==> src/design/bgv_pkg.sv <==
// package for the binocular gaze vector unit
// constants, cordic table and controller/datapath command types; no dependencies
package bgv_pkg;

    localparam int AGE_WIDTH   = 16;
    localparam int ANG_W       = 17;
    localparam int VEC_W       = 16;
    localparam int CFG_W       = 16;
    localparam int ITERS       = 16;
    localparam int IT_W        = 4;
    localparam int CX_W        = 32;   // cordic x/y width
    localparam int CZ_W        = 26;   // cordic angle width, 2^-16 degree
    localparam int ACC_W       = 34;   // sum of two q4.28 products

    localparam logic signed [ANG_W-1:0] ANG_LIMIT   = 17'sd46080;
    localparam logic signed [ANG_W-1:0] ANG_QUARTER = 17'sd23040;
    localparam logic signed [CX_W-1:0]  CORDIC_START = 32'sd163008219;
    localparam logic [CFG_W-1:0]        TIMEOUT_RESET = 16'd1000;

    localparam logic REQ_SAMPLE = 1'b0;
    localparam logic REQ_TICK   = 1'b1;

    // angle select codes: which of the four angles the cordic works on
    localparam logic [1:0] SEL_LP = 2'd0;
    localparam logic [1:0] SEL_LY = 2'd1;
    localparam logic [1:0] SEL_RP = 2'd2;
    localparam logic [1:0] SEL_RY = 2'd3;

    function automatic logic signed [CZ_W-1:0] atan_tab(input logic [IT_W-1:0] i);
        logic signed [CZ_W-1:0] r;
        unique case (i)
            4'd0:  r = 26'sd2949120;
            4'd1:  r = 26'sd1740967;
            4'd2:  r = 26'sd919879;
            4'd3:  r = 26'sd466945;
            4'd4:  r = 26'sd234379;
            4'd5:  r = 26'sd117304;
            4'd6:  r = 26'sd58666;
            4'd7:  r = 26'sd29335;
            4'd8:  r = 26'sd14668;
            4'd9:  r = 26'sd7334;
            4'd10: r = 26'sd3667;
            4'd11: r = 26'sd1833;
            4'd12: r = 26'sd917;
            4'd13: r = 26'sd458;
            4'd14: r = 26'sd229;
            default: r = 26'sd115;
        endcase
        return r;
    endfunction

    typedef struct packed {
        logic       load_in;     // capture input item
        logic       cordic_init; // start cordic on selected angle
        logic [1:0] sel;
        logic       cordic_step;
        logic       store_sc;    // store sin/cos of selected angle
        logic [1:0] mul_phase;   // which product to form
        logic       mul_en;
        logic       commit;      // write the averaged vector, clear age
        logic       tick;        // age the counter
    } bgv_cmd_t;

    typedef struct packed {
        logic           is_tick;
        logic           invalid;
        logic [IT_W-1:0] iter;
    } bgv_status_t;

endpackage

==> src/design/bgv_datapath.sv <==
// datapath: input capture, shared iterative cordic, products, stored vector and age
// depends on bgv_pkg
module bgv_datapath
(
    input  logic                           clk,
    input  logic                           rst_n,
    input  bgv_pkg::bgv_cmd_t              cmd,
    output bgv_pkg::bgv_status_t           status,
    input  logic [71:0]                    in_data,
    input  logic                           cfg_we,
    input  logic [bgv_pkg::CFG_W-1:0]      cfg_data,
    output logic                           avail,
    output logic [bgv_pkg::VEC_W-1:0]      gx,
    output logic [bgv_pkg::VEC_W-1:0]      gy,
    output logic [bgv_pkg::VEC_W-1:0]      gz
);
    localparam int AW = bgv_pkg::ANG_W;
    localparam int XW = bgv_pkg::CX_W;
    localparam int ZW = bgv_pkg::CZ_W;
    localparam int VW = bgv_pkg::VEC_W;
    localparam int PW = 32;

    logic [71:0] item_reg;
    logic signed [XW-1:0] cx_reg, cy_reg, cx_next, cy_next;
    logic signed [ZW-1:0] cz_reg, cz_next;
    logic neg_reg, neg_next;
    logic [bgv_pkg::IT_W-1:0] it_reg, it_next;
    logic signed [VW-1:0] sp_reg [2], cp_reg [2], sy_reg [2], cy2_reg [2];
    logic signed [bgv_pkg::ACC_W-1:0] ax_reg, ay_reg, az_reg;
    logic signed [PW-1:0] prod_reg;
    logic signed [VW-1:0] gx_reg, gy_reg, gz_reg;
    logic [bgv_pkg::AGE_WIDTH-1:0] age_reg;
    logic [bgv_pkg::CFG_W-1:0] tmo_reg;

    logic signed [AW-1:0] raw, sat, red;
    logic signed [VW-1:0] s_rnd, c_rnd;
    logic signed [VW-1:0] ma, mb;
    logic signed [PW-1:0] prod_next;

    function automatic logic signed [VW-1:0] rnd14(input logic signed [XW-1:0] v);
        logic signed [XW-1:0] m;
        logic signed [XW-1:0] r;
        m = v[XW-1] ? -v : v;
        r = (m + 32'sd8192) >>> 14;
        return v[XW-1] ? -r[VW-1:0] : r[VW-1:0];
    endfunction

    function automatic logic signed [VW-1:0] rnd15(input logic signed [bgv_pkg::ACC_W-1:0] v);
        logic signed [bgv_pkg::ACC_W-1:0] m;
        logic signed [bgv_pkg::ACC_W-1:0] r;
        m = v[bgv_pkg::ACC_W-1] ? -v : v;
        r = (m + 34'sd16384) >>> 15;
        return v[bgv_pkg::ACC_W-1] ? -r[VW-1:0] : r[VW-1:0];
    endfunction

    // angle pick, saturate, negate pitch, reduce to +-90
    always_comb
    begin
        unique case (cmd.sel)
            bgv_pkg::SEL_LP: raw = item_reg[17:1];
            bgv_pkg::SEL_LY: raw = item_reg[34:18];
            bgv_pkg::SEL_RP: raw = item_reg[51:35];
            default:         raw = item_reg[68:52];
        endcase
        sat = raw;
        if (raw > bgv_pkg::ANG_LIMIT)  sat = bgv_pkg::ANG_LIMIT;
        if (raw < -bgv_pkg::ANG_LIMIT) sat = -bgv_pkg::ANG_LIMIT;
        if (!cmd.sel[0]) sat = -sat;
        neg_next = 1'b0;
        red = sat;
        if (sat > bgv_pkg::ANG_QUARTER)
        begin
            red = sat - bgv_pkg::ANG_LIMIT;
            neg_next = 1'b1;
        end
        else if (sat < -bgv_pkg::ANG_QUARTER)
        begin
            red = sat + bgv_pkg::ANG_LIMIT;
            neg_next = 1'b1;
        end
    end

    always_comb
    begin
        cx_next = cx_reg;
        cy_next = cy_reg;
        cz_next = cz_reg;
        it_next = it_reg;
        if (cmd.cordic_init)
        begin
            cx_next = bgv_pkg::CORDIC_START;
            cy_next = '0;
            cz_next = ZW'(red) <<< 8;
            it_next = '0;
        end
        else if (cmd.cordic_step)
        begin
            if (!cz_reg[ZW-1])
            begin
                cx_next = cx_reg - (cy_reg >>> it_reg);
                cy_next = cy_reg + (cx_reg >>> it_reg);
                cz_next = cz_reg - bgv_pkg::atan_tab(it_reg);
            end
            else
            begin
                cx_next = cx_reg + (cy_reg >>> it_reg);
                cy_next = cy_reg - (cx_reg >>> it_reg);
                cz_next = cz_reg + bgv_pkg::atan_tab(it_reg);
            end
            it_next = it_reg + 1'b1;
        end
        s_rnd = neg_reg ? -rnd14(cy_reg) : rnd14(cy_reg);
        c_rnd = neg_reg ? -rnd14(cx_reg) : rnd14(cx_reg);
    end

    // product phases: 0 x left, 1 x right, 2 z left, 3 z right
    always_comb
    begin
        unique case (cmd.mul_phase)
            2'd0: begin ma = sy_reg[0];  mb = cp_reg[0]; end
            2'd1: begin ma = sy_reg[1];  mb = cp_reg[1]; end
            2'd2: begin ma = cy2_reg[0]; mb = cp_reg[0]; end
            default: begin ma = cy2_reg[1]; mb = cp_reg[1]; end
        endcase
        prod_next = PW'(ma) * PW'(mb);
    end

    always_ff @(posedge clk)
    begin
        if (cmd.load_in) item_reg <= in_data;
        cx_reg <= cx_next;
        cy_reg <= cy_next;
        cz_reg <= cz_next;
        it_reg <= it_next;
        if (cmd.cordic_init) neg_reg <= neg_next;
        if (cmd.store_sc)
        begin
            unique case (cmd.sel)
                bgv_pkg::SEL_LP: begin sp_reg[0] <= s_rnd; cp_reg[0] <= c_rnd; end
                bgv_pkg::SEL_LY: begin sy_reg[0] <= s_rnd; cy2_reg[0] <= c_rnd; end
                bgv_pkg::SEL_RP: begin sp_reg[1] <= s_rnd; cp_reg[1] <= c_rnd; end
                default:         begin sy_reg[1] <= s_rnd; cy2_reg[1] <= c_rnd; end
            endcase
        end
        if (cmd.mul_en) prod_reg <= prod_next;
        // accumulate the product registered in the previous cycle
        if (cmd.cordic_init && cmd.sel == bgv_pkg::SEL_LP)
        begin
            ax_reg <= '0;
            az_reg <= '0;
        end
        if (cmd.store_sc && cmd.sel == bgv_pkg::SEL_RY)
            ay_reg <= ($signed({{(bgv_pkg::ACC_W-VW){sp_reg[0][VW-1]}}, sp_reg[0]})
                      + $signed({{(bgv_pkg::ACC_W-VW){sp_reg[1][VW-1]}}, sp_reg[1]})) <<< 14;
        if (cmd.tick && cmd.mul_phase[0] == 1'b0)
        begin
            // accumulate slot: tick field reused as "add prod" strobe
            if (!cmd.mul_phase[1]) ax_reg <= ax_reg + bgv_pkg::ACC_W'(prod_reg);
            else                   az_reg <= az_reg - bgv_pkg::ACC_W'(prod_reg);
        end
    end

    always_ff @(posedge clk or negedge rst_n)
    begin
        if (!rst_n)
        begin
            gx_reg  <= '0;
            gy_reg  <= '0;
            gz_reg  <= '0;
            age_reg <= '1;
            tmo_reg <= bgv_pkg::TIMEOUT_RESET;
        end
        else
        begin
            if (cfg_we) tmo_reg <= cfg_data;
            if (cmd.commit)
            begin
                gx_reg  <= rnd15(ax_reg);
                gy_reg  <= rnd15(ay_reg);
                gz_reg  <= rnd15(az_reg);
                age_reg <= '0;
            end
            else if (cmd.tick && cmd.mul_phase == 2'd1 && age_reg != '1)
                age_reg <= age_reg + 1'b1;
        end
    end

    assign status.is_tick = item_reg[0];
    assign status.invalid = item_reg[69];
    assign status.iter    = it_reg;
    assign avail = ({{(32-bgv_pkg::AGE_WIDTH){1'b0}}, age_reg}
                    < {{(32-bgv_pkg::CFG_W){1'b0}}, tmo_reg});
    assign gx = gx_reg;
    assign gy = gy_reg;
    assign gz = gz_reg;
endmodule

==> src/design/bgv_ctrl.sv <==
// controller: sequences cordic runs, products and the result handshake
// depends on bgv_pkg
module bgv_ctrl
(
    input  logic                  clk,
    input  logic                  rst_n,
    input  logic                  in_fire,
    output logic                  in_ready,
    output logic                  out_valid,
    input  logic                  out_ready,
    output bgv_pkg::bgv_cmd_t     cmd,
    input  bgv_pkg::bgv_status_t  status
);
    localparam logic [3:0] S_IDLE = 4'd0;
    localparam logic [3:0] S_DEC  = 4'd1;
    localparam logic [3:0] S_INIT = 4'd2;
    localparam logic [3:0] S_ROT  = 4'd3;
    localparam logic [3:0] S_SC   = 4'd4;
    localparam logic [3:0] S_MUL  = 4'd5;
    localparam logic [3:0] S_ACC  = 4'd6;
    localparam logic [3:0] S_COM  = 4'd7;
    localparam logic [3:0] S_OUT  = 4'd8;

    logic [3:0] state_reg, state_next;
    logic [1:0] sel_reg, sel_next;
    logic [1:0] ph_reg, ph_next;

    always_comb
    begin
        state_next = state_reg;
        sel_next   = sel_reg;
        ph_next    = ph_reg;
        cmd        = '0;
        cmd.sel    = sel_reg;
        cmd.mul_phase = ph_reg;
        in_ready   = (state_reg == S_IDLE);
        out_valid  = (state_reg == S_OUT);
        unique case (state_reg)
            S_IDLE:
            begin
                cmd.load_in = in_fire;
                if (in_fire) state_next = S_DEC;
            end
            S_DEC:
            begin
                if (status.is_tick)
                begin
                    cmd.tick = 1'b1;
                    cmd.mul_phase = 2'd1;
                    state_next = S_OUT;
                end
                else if (status.invalid) state_next = S_OUT;
                else
                begin
                    sel_next = bgv_pkg::SEL_LP;
                    state_next = S_INIT;
                end
            end
            S_INIT:
            begin
                cmd.cordic_init = 1'b1;
                state_next = S_ROT;
            end
            S_ROT:
            begin
                cmd.cordic_step = 1'b1;
                if (status.iter == bgv_pkg::IT_W'(bgv_pkg::ITERS - 1)) state_next = S_SC;
            end
            S_SC:
            begin
                cmd.store_sc = 1'b1;
                sel_next = sel_reg + 2'd1;
                if (sel_reg == bgv_pkg::SEL_RY)
                begin
                    ph_next = 2'd0;
                    state_next = S_MUL;
                end
                else state_next = S_INIT;
            end
            S_MUL:
            begin
                cmd.mul_en = 1'b1;
                state_next = S_ACC;
            end
            S_ACC:
            begin
                // add strobe with even phase code: 0 adds to x, 2 subtracts into z
                cmd.tick = 1'b1;
                cmd.mul_phase = {ph_reg[1], 1'b0};
                ph_next = ph_reg + 2'd1;
                state_next = (ph_reg == 2'd3) ? S_COM : S_MUL;
            end
            S_COM:
            begin
                cmd.commit = 1'b1;
                state_next = S_OUT;
            end
            S_OUT:
            begin
                if (out_ready) state_next = S_IDLE;
            end
            default: state_next = S_IDLE;
        endcase
    end

    always_ff @(posedge clk or negedge rst_n)
    begin
        if (!rst_n)
        begin
            state_reg <= S_IDLE;
            sel_reg   <= '0;
            ph_reg    <= '0;
        end
        else
        begin
            state_reg <= state_next;
            sel_reg   <= sel_next;
            ph_reg    <= ph_next;
        end
    end
endmodule

==> src/design/binocular_gaze_vector_unit.sv <==
// top level of the binocular gaze vector unit
// depends on bgv_pkg, bgv_ctrl, bgv_datapath
//
// usage:
//   s_axis carries one item per transfer: an eye sample (four q9.8 angles)
//   or a time tick, chosen by s_axis_tuser. every accepted item yields exactly
//   one m_axis transfer with the stored q2.14 gaze vector and the available flag
//   (set while the sample age is below timeout_ticks).
//   a tick or an invalid sample gives its result straight after decode; a valid
//   sample first runs through one shared cordic, 16 rotations for each of the four
//   angles, then four products through a single multiplier.
//   one item at a time: s_axis_tready is high only while idle, so the next
//   item is taken only after the current result has been sent.
//   stall: the result holds on m_axis until m_axis_tready; no new item is
//   taken meanwhile.
//   reset: vector cleared, age all ones (gaze unavailable), timeout 1000.
//   cfg_we writes timeout_ticks; do it only while idle.
module binocular_gaze_vector_unit
(
    input  logic        clk,
    input  logic        rst_n,
    input  logic        s_axis_tvalid,
    output logic        s_axis_tready,
    // tdata: left_pitch_deg[16:0], left_yaw_deg[33:17], right_pitch_deg[50:34],
    //        right_yaw_deg[67:51], angles_invalid[68], zero pad
    input  logic [71:0] s_axis_tdata,
    // tuser: req_type
    input  logic        s_axis_tuser,
    output logic        m_axis_tvalid,
    input  logic        m_axis_tready,
    // tdata: gaze_available[0], gaze_x[16:1], gaze_y[32:17], gaze_z[48:33], zero pad
    output logic [55:0] m_axis_tdata,
    input  logic        cfg_we,
    input  logic [15:0] cfg_data
);
    bgv_pkg::bgv_cmd_t    cmd;
    bgv_pkg::bgv_status_t status;
    logic        in_fire;
    logic        avail;
    logic [15:0] gx, gy, gz;
    logic [71:0] item;

    assign in_fire = s_axis_tvalid && s_axis_tready;
    // internal item layout: req_type in bit 0, tdata fields above
    assign item = {s_axis_tdata[70:0], s_axis_tuser};

    bgv_ctrl u_ctrl
    (
        .clk       (clk),
        .rst_n     (rst_n),
        .in_fire   (in_fire),
        .in_ready  (s_axis_tready),
        .out_valid (m_axis_tvalid),
        .out_ready (m_axis_tready),
        .cmd       (cmd),
        .status    (status)
    );

    bgv_datapath u_dp
    (
        .clk      (clk),
        .rst_n    (rst_n),
        .cmd      (cmd),
        .status   (status),
        .in_data  (item),
        .cfg_we   (cfg_we),
        .cfg_data (cfg_data),
        .avail    (avail),
        .gx       (gx),
        .gy       (gy),
        .gz       (gz)
    );

    assign m_axis_tdata = {7'd0, gz, gy, gx, avail};
endmodule

==> config.mk <==
export PLATFORM = sky130hd
export DESIGN_NAME = binocular_gaze_vector_unit
export DESIGN_NICKNAME = d
export VERILOG_FILES = /design/src/design/bgv_pkg.sv /design/src/design/bgv_datapath.sv /design/src/design/bgv_ctrl.sv /design/src/design/binocular_gaze_vector_unit.sv
export SDC_FILE = /design/constraint.sdc
export NUM_CORES = 2
export LEC_CHECK = 0
export BUFFER_PORTS_ARGS = -buffer_cell sky130_fd_sc_hd__buf_2
export CAP_MARGIN = 20
export CORE_ASPECT_RATIO = 0.7
export CORE_MARGIN = 4
export CORE_UTILIZATION = 40
export CTS_CLUSTER_DIAMETER = 120
export DETAILED_ROUTE_END_ITERATION = 8
export GPL_ROUTABILITY_DRIVEN = 0
export SETUP_SLACK_MARGIN = 0.02
export SYNTH_ARGS = -nofsm -noshare
export SYNTH_HDL_FRONTEND = slang
export SYNTH_SLANG_ARGS = --single-unit
==> constraint.sdc <==
create_clock -name clk -period 8.6 [get_ports clk]
set_input_delay 0 -clock clk [delete_from_list [all_inputs] [get_ports clk]]
set_output_delay 0 -clock clk [all_outputs]
set_load 0.01 [all_outputs]
==> results.py <==
metrics = {
    "worst_setup_path": {
        "arrival_ns": 8.55,
        "cp_max_fo": 12,
        "path_class": "flip-flop to flip-flop",
        "cp_slowest_stage_delay_ns": 0.55,
        "start_kind": "flip-flop",
        "cp.required_ns": 8.98,
        "ff2ff_setup_slack_ns": 0.43,
        "endpoint_kind": "flip-flop",
        "cp_slowest_cell": "fa_1",
        "rr_worst_depth": 31,
        "crit_top_cell": "fa_1",
    },
    "final_layout": {
        "drive_gt1_share_pct": 11.1,
        "multiInputGateArea_um2": 33100,
        "nFillCells": 11638,
        "nNetsFinal": 6366,
        "regArea_um2": 13600,
        "diodes": 0,
        "syn_to_final_growth_pct": 12.7,
        "largest_reg_flops": 70,
    },
    "synthesis": {
        "synthArstFlopShare_pct": 16.9,
        "yosys_warnings": 0,
        "post-synth-top-count-cell": "nand2_1",
        "ys.flop_type": "edfxtp_1",
        "netlist_top_cells_area": "edfxtp_1, fa_1, ha_1, dfxtp_1, xnor2_1",
        "yosysTopAreaCell": "edfxtp_1",
        "syn-instance-count": 5504,
        "synth-edff-count": 266,
        "ys_seq_area_share_pct": 27.4,
        "synthTopCellsByCount": "nand2_1, inv_1, nor2_1",
        "synth.distinct_cells": 121,
        "synth_seq_cells": 520,
        "synth_top_area_share_pct": 16.2,
        "synth.avg_cell_area_um2": 8.98,
        "synth_area_um2": 49400,
    },
    "route": {
        "vias": 41416,
        "ant_nets": 0,
        "drtIter0Drc": 3656,
        "post_drt_via_cell_ratio": 5.60,
        "drt_first_pass_iters": 5,
        "drc": 0,
        "wl_um": 141000,
        "wl_per_cell_um": 19.1,
    },
    "sta": {
        "tightestPinTransition_ns": 1.14,
        "fin_tns_setup_ns": 0,
        "hold_viol": 0,
        "max_freq_mhz": 122,
        "final-max-slew-violation-count": 0,
        "layout_min_cycle_time_ns": 8.17,
        "finalSetupViolCount": 0,
        "max_slew_margin_pct": 24.1,
        "rsz0062_at_grt": "false",
        "fin_crit_sh_pct": 95.0,
        "skew_ns": 0.0463,
    },
    "worst_hold_path": {
        "worst_hold_path_type": "input pin to flip-flop",
        "hold_path_depth": 2,
    },
    "floorplan": {
        "row_count": 107,
        "die_area_um2": 129000,
        "chipWidth_um": 428,
        "start_util_pct": 40.4,
        "core-area_um2": 122000,
        "die_h_um": 302,
        "ios": 152,
    },
    "placed_design": {
        "portBuffers": 141,
        "dp_hpwl_um": 106000,
    },
    "clock_network": {
        "tritoncts": "done",
        "cts_buffers": 58,
        "clock_latency_ns": 0.70,
        "clkTransAtPathRegs_ns": 0.06,
        "cts.sink_count": 520,
        "cts_buffer_depth": 3,
        "clock-root-buffer": "clkbuf_16",
        "htree_levels": 2,
    },
    "grt": {
        "antenna_found_initial": 3,
        "grt_max_degree": 94,
        "track_usage_pct": 21.4,
        "grt_pass1_vias": 39500,
        "globalRouteMet3Util_pct": 5.53,
        "grt_pass1_wl_um": 224000,
        "grt.overflow.total": 0,
        "use_met1_pct": 33.2,
        "busiest_layer": "met1",
        "met2_usage_pct": 29.9,
    },
    "flow_run": {
        "drv_cap": 0,
    },
    "run_status": {
        "status": "complete, no violations",
    },
}
per-stage QoR:
step / cells / util (%) / hold WS (ns) / setup slack (ns) / instance area (µm²)
finish: 7390 / 45.5 / 0.0349 / 0.433 / 55700
global route: 7390 / 45.5 / 0.0187 / 0.00900 / 55700
CTS: 7382 / 45.3 / 0.00132 / 0.0480 / 55400
detailed placement: 7140 / 42.6 / -0.0892 / 0.0898 / 52100
global placement: 7140 / 42.6 / -0.0930 / 0.255 / 52100
floorplan: 5510 / - / -0.296 / 0.0413 / 49400
worst max-delay path, delay by kind of cell (launching register included):
| family | cells | cell delay, ns |
|---|---|---|
| xor+xnor | 1 | 0.10 |
| simple gates | 6 | 1.00 |
| fa+ha+maj | 7 | 3.38 |
| flops | 1 | 0.41 |
| buf+inv | 6 | 0.76 |
| compound gates | 11 | 2.23 |
final timing paths:
| kind | startpoint | to |
|---|---|---|
| max in group asynchronous | rst_n | u_ctrl.state_reg[2] |
| min reg2reg | u_dp.az_reg[31] | u_dp.az_reg[31] |
| min in group asynchronous | rst_n | u_dp.gz[1] |
| max reg2reg | u_ctrl.state_reg[2] | u_dp.prod_reg[31] |
| max | u_ctrl.state_reg[2] | u_dp.prod_reg[31] |
| min | s_axis_tdata[54] | u_dp.item_reg[55] |
logic make-up after synthesis:
family / synth area share (%)
DFF: 27.4
AOI/OAI and AO/OA: 16.7
buffers and inverters: 6.00
adders and majority gates: 18.5
other: 0.00759
and+or+nand+nor: 16.4
muxes: 5.99
xor gates and xnor gates: 8.96
what timing repair did:
| action | CTS | global route |
|---|---|---|
| hold endpoints to repair | 163 | 0 |
| buffers inserted | 0 | 3 |
| endpoints found under the setup margin | 0 | 5 |
| hold buffers | 132 | 0 |
| gates resized for setup | 0 | 36 |
cell usage in the layout, fill, tap and decap left out, types with 30 or more instances in the layout:
cell and n:
clkbuf_16 67, fa_1 268, a31oi_1 54, xor2_1 219, nor4_1 44, buf_4 110
mux2i_1 73, and3_1 50, nor2_1 440, nand2b_1 87, dfrtp_1 66, nand4_1 49
xnor2_1 276, a211oi_1 35, mux2_2 44, nand3_1 105, o21ai_0 366, a21o_1 69
o21a_1 45, dfxtp_1 161, o22ai_1 33, edfxtp_1 266, a21oi_1 314, mux4_2 76
ha_1 299, or3_1 39, o31ai_1 50, inv_1 487, buf_2 141, nand2_1 519
nor2b_1 56, and2_1 30, dlygate4sd3_1 132, nor3_1 93
final cells by class:
class	count	share of cell area [%]
multi-input combinational	4235	59.5
inverter	493	3.32
sequential	520	24.3
clock buffer	84	3.13
clock inverter	26	0.431
tap	1635	3.67
timing repair buffer	397	5.63
per-layer routing:
metal	share of wire, %	vias up	routed length, µm
li1	-	19841	-
met1	49	20025	69700
met2	39	1417	55500
met3	9.5	133	13400
met4	1.7	0	2350
met5	0	-	0
Power is left out: the tool's default activity adds up to more than one toggle a clock period on the data nets, which glitch-free logic cannot reach.
